--- config.mk ---
export PLATFORM = sky130hd
export DESIGN_NAME = wildcard_star_matcher_core
export DESIGN_NICKNAME = d
export VERILOG_FILES = /design/src/rtl/wsm_pkg.sv /design/src/rtl/wildcard_star_matcher_core.sv /design/src/rtl/wsm_cell.sv /design/src/rtl/wsm_ctrl.sv
export SDC_FILE = /design/constraint.sdc
export NUM_CORES = 1
export LEC_CHECK = 0
export ABC_AREA = 1
export BUFFER_PORTS_ARGS = -buffer_cell sky130_fd_sc_hd__buf_2
export CORE_ASPECT_RATIO = 0.5
export CORE_UTILIZATION = 50
export CTS_BUF_LIST = sky130_fd_sc_hd__clkbuf_8
export DETAILED_ROUTE_END_ITERATION = 7
export PLACE_DENSITY = 0.74
export SYNTH_ARGS = -nofsm -noshare
export SYNTH_HDL_FRONTEND = slang
export SYNTH_HIERARCHICAL = 1
export SYNTH_SLANG_ARGS = --single-unit
--- constraint.sdc ---
create_clock -name clk -period 15 [get_ports clk]
set_clock_uncertainty 0.15 [all_clocks]
set_input_delay 0.75 -clock clk [delete_from_list [all_inputs] [get_ports clk]]
set_output_delay 0.75 -clock clk [all_outputs]
set_load 0.05 [all_outputs]
--- src/rtl/wsm_pkg.sv ---
package wsm_pkg;

  localparam int MAX_PATTERN = 64;
  localparam int LEN_W       = $clog2(MAX_PATTERN + 1);

  localparam logic [7:0] STAR_CHAR = 8'h2A;

  typedef enum logic [1:0] {
    CMD_CLEAR   = 2'd0,
    CMD_APPEND  = 2'd1,
    CMD_START   = 2'd2,
    CMD_SUBJECT = 2'd3
  } cmd_t;

  typedef enum logic [2:0] {
    CELL_HOLD,
    CELL_CLEAR,
    CELL_APPEND,
    CELL_START,
    CELL_SUBJECT,
    CELL_PROP
  } cell_op_t;

  typedef struct packed {
    cell_op_t   op;
    logic [7:0] ch;
    logic       star_wild;
  } cell_ctl_t;

  typedef struct packed {
    logic changed;
    logic hit;
  } row_stat_t;

  typedef enum logic {
    ST_IDLE,
    ST_PROP
  } state_t;

endpackage

--- src/rtl/wildcard_star_matcher_core.sv ---
// Glob matcher with wildcard stars. Load a pattern one char per item (command 1,
// tuser[2] makes a '*' a wildcard), then send a start item (command 2) and the
// subject chars (command 3); each start and subject item returns one result
// item: matched (prefix so far matches the whole pattern) and the sticky
// pattern overflow flag. Clear and append items are taken in the idle state.
// A start or subject item moves the block to a propagate state, left once the
// match front has stopped travelling along a run of wildcard stars (the row of
// cells moves it one position per cycle) and the output is free for the
// result; no new item is taken in that state.
module wildcard_star_matcher_core
  import wsm_pkg::*;
(
  input  logic       clk,
  input  logic       rst,
  input  logic       s_tvalid,
  output logic       s_tready,
  input  logic [7:0] s_tdata,   // char_code
  input  logic [2:0] s_tuser,   // command[1:0], star_is_wild
  output logic       m_tvalid,
  input  logic       m_tready,
  output logic [7:0] m_tdata    // matched, pattern_overflow, zero padding
);

  cell_ctl_t              ctl;
  row_stat_t              stat;
  logic [LEN_W-1:0]       len;
  logic                   origin;
  logic [MAX_PATTERN-1:0] row_bits;
  logic [MAX_PATTERN-1:0] row_active;
  logic [MAX_PATTERN-1:0] row_change;
  logic [MAX_PATTERN-1:0] row_hit;

  wsm_ctrl u_ctrl (
    .clk      (clk),
    .rst      (rst),
    .s_tvalid (s_tvalid),
    .s_tready (s_tready),
    .s_tdata  (s_tdata),
    .s_tuser  (s_tuser),
    .m_tvalid (m_tvalid),
    .m_tready (m_tready),
    .m_tdata  (m_tdata),
    .stat     (stat),
    .ctl      (ctl),
    .len      (len),
    .origin   (origin)
  );

  for (genvar j = 0; j < MAX_PATTERN; j++) begin : g_cell
    logic left;
    logic next_active;
    logic sel;

    if (j == 0) begin : g_first
      assign left = origin;
    end else begin : g_mid
      assign left = row_bits[j-1];
    end

    if (j == MAX_PATTERN - 1) begin : g_last
      assign next_active = 1'b0;
    end else begin : g_inner
      assign next_active = row_active[j+1];
    end

    assign sel = (len == LEN_W'(j));

    wsm_cell u_cell (
      .clk         (clk),
      .rst         (rst),
      .ctl         (ctl),
      .sel         (sel),
      .left        (left),
      .next_active (next_active),
      .match_bit   (row_bits[j]),
      .active      (row_active[j]),
      .change      (row_change[j]),
      .hit         (row_hit[j])
    );
  end

  assign stat.changed = |row_change;
  assign stat.hit     = |row_hit;

endmodule

--- src/rtl/wsm_cell.sv ---
module wsm_cell
  import wsm_pkg::*;
(
  input  logic      clk,
  input  logic      rst,
  input  cell_ctl_t ctl,
  input  logic      sel,
  input  logic      left,
  input  logic      next_active,
  output logic      match_bit,
  output logic      active,
  output logic      change,
  output logic      hit
);

  logic [7:0] pat_char;
  logic       wild;
  logic       subj_next;

  // wild: take own old bit (star absorbs the char); literal: diagonal on equal char
  assign subj_next = active & (wild ? match_bit : ((pat_char == ctl.ch) & left));

  // front still moving along a run of stars
  assign change = wild & left & ~match_bit;
  assign hit    = match_bit & ~next_active;

  always_ff @(posedge clk) begin
    if (ctl.op == CELL_APPEND && sel) begin
      pat_char <= ctl.ch;
    end
  end

  always_ff @(posedge clk) begin
    if (rst) begin
      wild      <= 1'b0;
      active    <= 1'b0;
      match_bit <= 1'b0;
    end else begin
      unique case (ctl.op)
        CELL_HOLD: begin
        end
        CELL_CLEAR: begin
          wild      <= 1'b0;
          active    <= 1'b0;
          match_bit <= 1'b0;
        end
        CELL_APPEND: begin
          match_bit <= 1'b0;
          if (sel) begin
            active <= 1'b1;
            wild   <= (ctl.ch == STAR_CHAR) && ctl.star_wild;
          end
        end
        CELL_START: begin
          match_bit <= 1'b0;
        end
        CELL_SUBJECT: begin
          match_bit <= subj_next;
        end
        CELL_PROP: begin
          match_bit <= match_bit | (wild & left);
        end
        default: begin
        end
      endcase
    end
  end

endmodule

--- src/rtl/wsm_ctrl.sv ---
module wsm_ctrl
  import wsm_pkg::*;
(
  input  logic             clk,
  input  logic             rst,
  input  logic             s_tvalid,
  output logic             s_tready,
  input  logic [7:0]       s_tdata,
  input  logic [2:0]       s_tuser,
  output logic             m_tvalid,
  input  logic             m_tready,
  output logic [7:0]       m_tdata,
  input  row_stat_t        stat,
  output cell_ctl_t        ctl,
  output logic [LEN_W-1:0] len,
  output logic             origin
);

  state_t     state;
  state_t     state_next;
  cmd_t       cmd;
  logic       accept;
  logic       out_free;
  logic       done;
  logic       full;
  logic       overflow;
  logic       res_matched;
  logic       res_overflow;

  assign cmd      = cmd_t'(s_tuser[1:0]);
  assign s_tready = (state == ST_IDLE);
  assign accept   = s_tvalid && s_tready;
  assign out_free = !m_tvalid || m_tready;
  assign done     = (state == ST_PROP) && !stat.changed && out_free;
  assign full     = (len == LEN_W'(MAX_PATTERN));
  assign m_tdata  = {6'b0, res_overflow, res_matched};

  always_comb begin
    state_next = state;
    unique case (state)
      ST_IDLE: begin
        if (accept && (cmd == CMD_START || cmd == CMD_SUBJECT)) begin
          state_next = ST_PROP;
        end
      end
      ST_PROP: begin
        if (done) begin
          state_next = ST_IDLE;
        end
      end
      default: state_next = ST_IDLE;
    endcase
  end

  always_comb begin
    ctl.op        = CELL_HOLD;
    ctl.ch        = s_tdata;
    ctl.star_wild = s_tuser[2];
    unique case (state)
      ST_IDLE: begin
        if (accept) begin
          unique case (cmd)
            CMD_CLEAR:   ctl.op = CELL_CLEAR;
            CMD_APPEND:  ctl.op = CELL_APPEND;
            CMD_START:   ctl.op = CELL_START;
            CMD_SUBJECT: ctl.op = CELL_SUBJECT;
            default:     ctl.op = CELL_HOLD;
          endcase
        end
      end
      ST_PROP: ctl.op = CELL_PROP;
      default: ctl.op = CELL_HOLD;
    endcase
  end

  always_ff @(posedge clk) begin
    if (rst) begin
      state    <= ST_IDLE;
      len      <= '0;
      overflow <= 1'b0;
      origin   <= 1'b0;
      m_tvalid <= 1'b0;
    end else begin
      state <= state_next;
      if (accept) begin
        unique case (cmd)
          CMD_CLEAR: begin
            len      <= '0;
            overflow <= 1'b0;
            origin   <= 1'b0;
          end
          CMD_APPEND: begin
            origin <= 1'b0;
            if (full) begin
              overflow <= 1'b1;
            end else begin
              len <= len + LEN_W'(1);
            end
          end
          CMD_START:   origin <= 1'b1;
          CMD_SUBJECT: origin <= 1'b0;
          default: begin
          end
        endcase
      end
      if (done) begin
        m_tvalid <= 1'b1;
      end else if (m_tready) begin
        m_tvalid <= 1'b0;
      end
    end
  end

  // empty pattern: only the origin column counts
  always_ff @(posedge clk) begin
    if (done) begin
      res_matched  <= (len == '0) ? origin : stat.hit;
      res_overflow <= overflow;
    end
  end

endmodule

# After elaboration in Yosys (flattened, before gate mapping)
# Cells that the tools add are included.
[word_totals] reg_bits=717 out_inout_bits=10 wordCells=1525
[classes] addsub=1 eq_ne=203 mux=398 bitwise_logic=511 reduce_logical=149
[op_table] operator="8-bit equality test" count=64
[op_table] operator="1-bit bitwise AND" count=319
[op_table] operator="1-bit case mux with 2 select lines" count=131
[op_table] operator="7-bit by 6-bit equality test with 1-bit output (second input constant)" count=32
[op_table] operator="1-bit two-way mux" count=198
[op_table] operator="1-bit case mux with 3 select lines" count=64
[op_table] operator="2-bit by 1-bit inequality test with 1-bit output (second input constant)" count=65
[op_table] operator="1-bit NOT" count=128
[op_table] operator="2-bit AND reduction" count=64
[op_table] operator="64-bit OR reduction" count=2
[op_table] operator="7-bit by 5-bit equality test with 1-bit output (second input constant)" count=16
[op_table] operator="1-bit logical AND" count=69
[op_table] operator="1-bit bitwise OR" count=64
[op_table] operator="7-bit by 4-bit equality test with 1-bit output (second input constant)" count=8
[op_table] operator="7-bit by 3-bit equality test with 1-bit output (second input constant)" count=4
[op_table] operator="7-bit by 2-bit equality test with 1-bit output (second input constant)" count=2
[op_table] operator="7-bit case mux with 2 select lines" count=1
[op_table] operator="3-bit case mux with 4 select lines" count=1
[op_table] operator="8-bit by 6-bit equality test with 1-bit output (second input constant)" count=1
[op_table] operator="7-bit by 1-bit adder with 7-bit output (second input constant)" count=1
[op_table] operator="7-bit by 1-bit equality test with 1-bit output (second input constant)" count=1
[op_table] operator="7-bit equality test (second input constant)" count=1
[op_table] operator="7-bit zero test" count=1
[op_table] operator="7-bit two-way mux" count=1
[op_table] operator="other kinds (15)" count=24

# Depth between registers and ports, before layout
# Gate-level depths: netlist of the first run.
[logic_depth] ltp_word=8 ltp_mapped=11

# Cells and area by module
# The synthesis of the first run kept the hierarchy.
[by_module_without_submodules] mod="wsm_cell" n_inst=64 cells_per_inst=82 area_each_um2=619.3 seq_area_each_um2=300.3
[by_module_without_submodules] mod="wsm_ctrl" n_inst=1 cells_per_inst=131 area_each_um2=989.7 seq_area_each_um2=280.3
[by_module_without_submodules] mod="wildcard_star_matcher_core" n_inst=1 cells_per_inst=232 area_each_um2=928.4 seq_area_each_um2=0.0

# Worst setup path before layout of the first run
# No wires, ideal clock.
[synth_timing] path_type="input-to-reg" start="in s_tuser[0]" end="reg g_cell[0].u_cell.match_bit" setup_ns=0.121 t_arrival_ns=9.082 t_required_ns=14.729 path_slack_ns=5.647 stages=7 n_path_buf=0 cell_sequence="inv_1 > ha_1 > inv_1 > nor2_1 > o21ai_0 > nand3_1 > a21oi_2"
[synth_lines] element="start: declaration" line_no="wildcard_star_matcher_core.sv:18" rtl="input logic [2:0] s_tuser,"
[synth_lines] element="end signal: assignment" line_no="wsm_cell.sv:58" rtl="match_bit <= subj_next;"
[synth_lines] element="end signal: assignment" line_no="wsm_cell.sv:61" rtl="match_bit <= match_bit | (wild & left);"
[synth_lines] element="end: declaration" line_no="wsm_cell.sv:10" rtl="output logic match_bit,"

==> out/qor.txt, run 1 <==
clk_lat worst skew = 0.75 ns
synthesis-to-finish area growth = 8.84%
Max-slew headroom = 0.320
final worst path period need = 3.56 ns
DR iter-0 viols = 3137
width of the die = 410 um
WP data required = 15.27 ns
largest net degree at the start of global routing = 127
Post-CTS Setup Repair Bufs = 0
CP Launch Type = flip-flop
dpl cells = 6742
Num CTS Buffers = 107
most frequent cells in the layout = 1678 x nand2_1, 1103 x inv_1, 803 x nor2_1
share of post-route cells with drive strength above 1 = 0.102
gpl congestion = 0.858
Final Net Count = 5772
DRC viols = 0
total routed wirelength = 103 mm
pre-CTS setup slack = 10.78 ns
Boundary Pins = 25
DR WL/cell = 14.8 um
Final Hold Viols = 0
Yosys reg bits = 717
Worst VDD drop = 0.0638 mV
die footprint = 0.0843 mm^2
CTS tree = yes
Gate Count Post-Synth = 5611
maximum clock rate = 0.281 GHz
Final Slew Violations = 0
GRT Overall Usage = 0.244
Leak = 20.3 nW
Syn Area/Cell = 7.41 um^2
TNS Setup = 0 ns
sequential area share after synthesis = 0.469
design area = 0.0452 mm^2
status = finished clean
clock slew at reported path FFs = 0.07 ns
min-delay worst type = input pin to flip-flop
kind of critical path = flip-flop to flip-flop
area of the mapped netlist = 0.0416 mm^2
Vias = 35500
Ys Warns = 6
arrival time worst endpoint = 3.83 ns
pwr/cell area = 90.1 mW/mm^2
CORE AREA = 0.0819 mm^2
final worst slack = 11.44 ns
most common cell after layout, fill and taps aside = nand2_1
Initial Util = 0.507
hpwl dp = 63.8 mm
Routed Antenna Nets = 0
gr ovfl total = 0
Period Utilization, post-route = 0.238
area post-placement = 0.0432 mm^2
worst slew pin tran = 1.02 ns
CTS Hold Bufs = 0
non-filler instance count after layout = 6945
initial antenna violation count = 1
CTS sink count = 717
CTS max path bufs = 3
distinct cell type count after synthesis = 29
1st-pass router iterations = 8
# setup viols final = 0
Max-Cap Viols = 0
Vias/cell = 5.11
vias in the first global route = 34200
RSZ-0062 raised after global routing = no
clock root cell = clkbuf_8
CTS resizes = 0
number of port buffers = 18
first-pass GRT wire length = 168 mm
Crit. End Element = flip-flop
Row Count = 74
crit-path max FO = 73
die height = 206 um
CTS H-tree lvls = 3
-- critical path, stage by stage, from the launching register on --
cell,delay (ns)
dfxtp_1,0.31
inv_2,0.14
nand2_4,0.12
nor2_4,0.10
buf_4,0.76
buf_4,0.87
inv_2,0.09
nor3_2,0.17
nand2_1,0.15
inv_1,0.27
-- Yosys cell counts, drive strengths merged --
cell type	number	area [um^2]
dfxtp	203	4060
ha	8	100
inv	1115	4190
nand3	401	2350
nand2	1750	6760
xnor2	128	1120
o21a	1	7.51
o21bai	1	7.51
o21ai	69	345
or2	128	801
edfxtp	514	15400
buf	21	173
nor3	65	646
a21oi	200	1250
nand3b	1	7.51
nand4	129	807
nor2	874	3480
a31oi	1	6.26
conb	2	7.51
-- report_power, final --
part | internal (mW) | total [mW] | switching, mW
Clock | 0.776 | 1.54 | 0.768
Sequential | 2.12 | 2.13 | 0.00246
Combinational | 0.102 | 0.407 | 0.305
Total | 3.00 | 4.08 | 1.08
-- state kept, by name (all words and copies together) (netlist names), 7 cells and up --
register,flops
g_cell.u_cell/pat_char,512
g_cell.u_cell/active,64
g_cell.u_cell/match_bit,64
g_cell.u_cell/wild,64
u_ctrl/len,7
-- stage by stage --
step	hold WS, ns	power, mW	util
global route	0.167	4.23	0.552
floorplan	0.259	2.50	-
finish	0.198	4.08	0.552
global placement	0.309	2.55	0.527
detailed placement	0.313	2.57	0.527
CTS	0.137	4.10	0.552
-- routing by layer --
layer,wire (um),up-vias,GRT usage,part of all wire
met3,7360,193,0.0365,0.071
met4,2550,0,0.0792,0.025
met2,47700,1183,0.413,0.46
met5,0,-,0,0
met1,45400,16500,0.322,0.44
li1,-,17700,-,-
-- cell type report --
class	instances	area, um^2
timing repair buffer	45	359
multi-input combinational	3763	17700
sequential	717	19500
antenna	2	5.00
clock inverter	79	382
tap	1102	1380
fill	7267	36700
inverter	1115	4190
clock buffer	122	1680
-- path summary, 6_finish.rpt --
kind                            from                       endpoint  slack [ns]  depth (start not counted)
max                     u_ctrl/state  g_cell[21].u_cell/pat_char[3]       11.44                          9
min                         m_tready                u_ctrl/m_tvalid        0.20                          3
max reg2reg             u_ctrl/state  g_cell[21].u_cell/pat_char[3]       11.44                          9
min reg2reg  g_cell[0].u_cell/active        g_cell[0].u_cell/active        0.33                          2
-- cells by family after synthesis --
family / count (synthesis) / synth area share
buffers and inverters: 1136 / 0.105
XOR/XNOR: 128 / 0.0270
adder cells (fa/ha/maj): 8 / 0.00241
other: 2 / 0.000181
flip-flops: 717 / 0.469
AND/OR/NAND/NOR: 3348 / 0.357
AO/OA/AOI/OAI: 272 / 0.0390
Power figures use the tool's default switching activity.
==> inputs of run 2 (changes only) <==
==> constraint.sdc (replaced) <==
create_clock -name clk -period 3.4 [get_ports clk]
set_clock_uncertainty 0.15 [all_clocks]
set_input_delay 0.17 -clock clk [delete_from_list [all_inputs] [get_ports clk]]
set_output_delay 0.17 -clock clk [all_outputs]
set_load 0.05 [all_outputs]
==> out/qor.txt, run 2 (synthesized netlist as in run 1, its figures left out) <==
Post-CTS Setup Repair Bufs = 0
largest net degree at the start of global routing = 100
gr ovfl total = 0
share of post-route cells with drive strength above 1 = 0.120
Max-slew headroom = 0.461
CTS sink count = 717
Final Slew Violations = 0
GRT Overall Usage = 0.243
arrival time worst endpoint = 2.99 ns
clk_lat worst skew = 0.77 ns
die footprint = 0.0843 mm^2
Routed Antenna Nets = 0
clock slew at reported path FFs = 0.06 ns
min-delay worst type = input pin to flip-flop
Vias/cell = 5.11
Final Net Count = 5819
DR iter-0 viols = 3127
final worst slack = 0.700 ns
Period Utilization, post-route = 0.794
# setup viols final = 0
clock root cell = clkbuf_8
non-filler instance count after layout = 6993
synthesis-to-finish area growth = 11.0%
final worst path period need = 2.70 ns
CP Launch Type = flip-flop
most frequent cells in the layout = 1678 x nand2_1, 1020 x inv_1, 803 x nor2_1
crit-path max FO = 16
WP data required = 3.69 ns
maximum clock rate = 0.370 GHz
Metal-1 WL = 45.7 mm
kind of critical path = flip-flop to flip-flop
first-pass GRT wire length = 167 mm
vias in the first global route = 34000
Boundary Pins = 25
width of the die = 410 um
Crit. End Element = flip-flop
pwr/cell area = 397 mW/mm^2
Leak = 20.3 nW
Row Count = 74
worst slew pin tran = 0.809 ns
CORE AREA = 0.0819 mm^2
RSZ-0062 raised after global routing = no
die height = 206 um
Worst VDD drop = 0.244 mV
status = finished clean
pre-CTS setup slack = 0.786 ns
Num CTS Buffers = 106
Final Hold Viols = 0
number of port buffers = 18
CTS max path bufs = 3
total routed wirelength = 103 mm
most common cell after layout, fill and taps aside = nand2_1
initial antenna violation count = 1
CTS H-tree lvls = 3
Max Used Layer = met4
Min Hold Slack = 0.130 ns
max FFs per register = 512
Max-Cap Viols = 0
dpl cells = 6773
CTS tree = yes
DR WL/cell = 14.7 um
hpwl dp = 67.2 mm
gpl congestion = 0.883
met2 WL = 47.3 mm
1st-pass router iterations = 6
met3 wire len = 7.16 mm
Initial Util = 0.507
Top reg by flops = g_cell.u_cell/pat_char
DRC viols = 0
Vias = 35800
## run 2: path summary, 6_finish.rpt
kind | end | startpoint | slack [ns] | cells after the start
setup / recovery | g_cell[46].u_cell/pat_char[0] | u_ctrl/len[5] | 0.70 | 4
hold / removal | g_cell[9].u_cell/pat_char[0] | s_tdata[0] | 0.13 | 2
setup reg to reg | g_cell[46].u_cell/pat_char[0] | u_ctrl/len[5] | 0.70 | 4
hold reg to reg | g_cell[45].u_cell/active | g_cell[45].u_cell/active | 0.34 | 2
## run 2: metrics by stage
| step | util | TNS, ns | power, mW | instance area, um^2 |
|---|---|---|---|---|
| 6_report | 0.563 | 0 | 18.3 | 46100 |
| 3_3_place_gp | 0.535 | 0 | 11.3 | 43800 |
| 2_1_floorplan | - | -428.36 | 10.9 | 41600 |
| 5_1_grt | 0.563 | 0 | 19.0 | 46100 |
| 3_5_place_dp | 0.535 | 0 | 11.4 | 43800 |
| 4_1_cts | 0.563 | 0 | 18.4 | 46100 |
## run 2: per-layer routing
layer  vias to the layer above  track usage
met5                         -            0
met4                         0       0.0841
met3                       204       0.0368
met2                      1206        0.406
met1                     16600        0.323
li1                      17800            -
## run 2: critical path: stages (launching register included)
cell	delay [ns]
dfxtp_1	0.48
nand3_2	0.51
nor2_1	0.74
nand2_1	0.26
inv_2	0.22
## run 2: cell type report
class	instances	area (um^2)
clock inverters	79	448
inverters	1115	4190
well taps	1102	1380
multi-input cells	3763	17800
diodes	1	2.50
fillers	7118	35800
flip-flops and latches	717	19500
clock buffers	123	1690
repair buffers	93	1150
## run 2: report_power, final
part	leakage [nW]	internal, mW	switching, mW	total, mW
clock	1.25	3.56	3.47	7.03
sequential	6.26	9.36	0.0123	9.37
combinational	12.8	0.545	1.36	1.90
## run 2: timing repair
action	CTS	global route
hold endpoints to repair	416	0
resized for setup	0	0
hold buffers	17	0
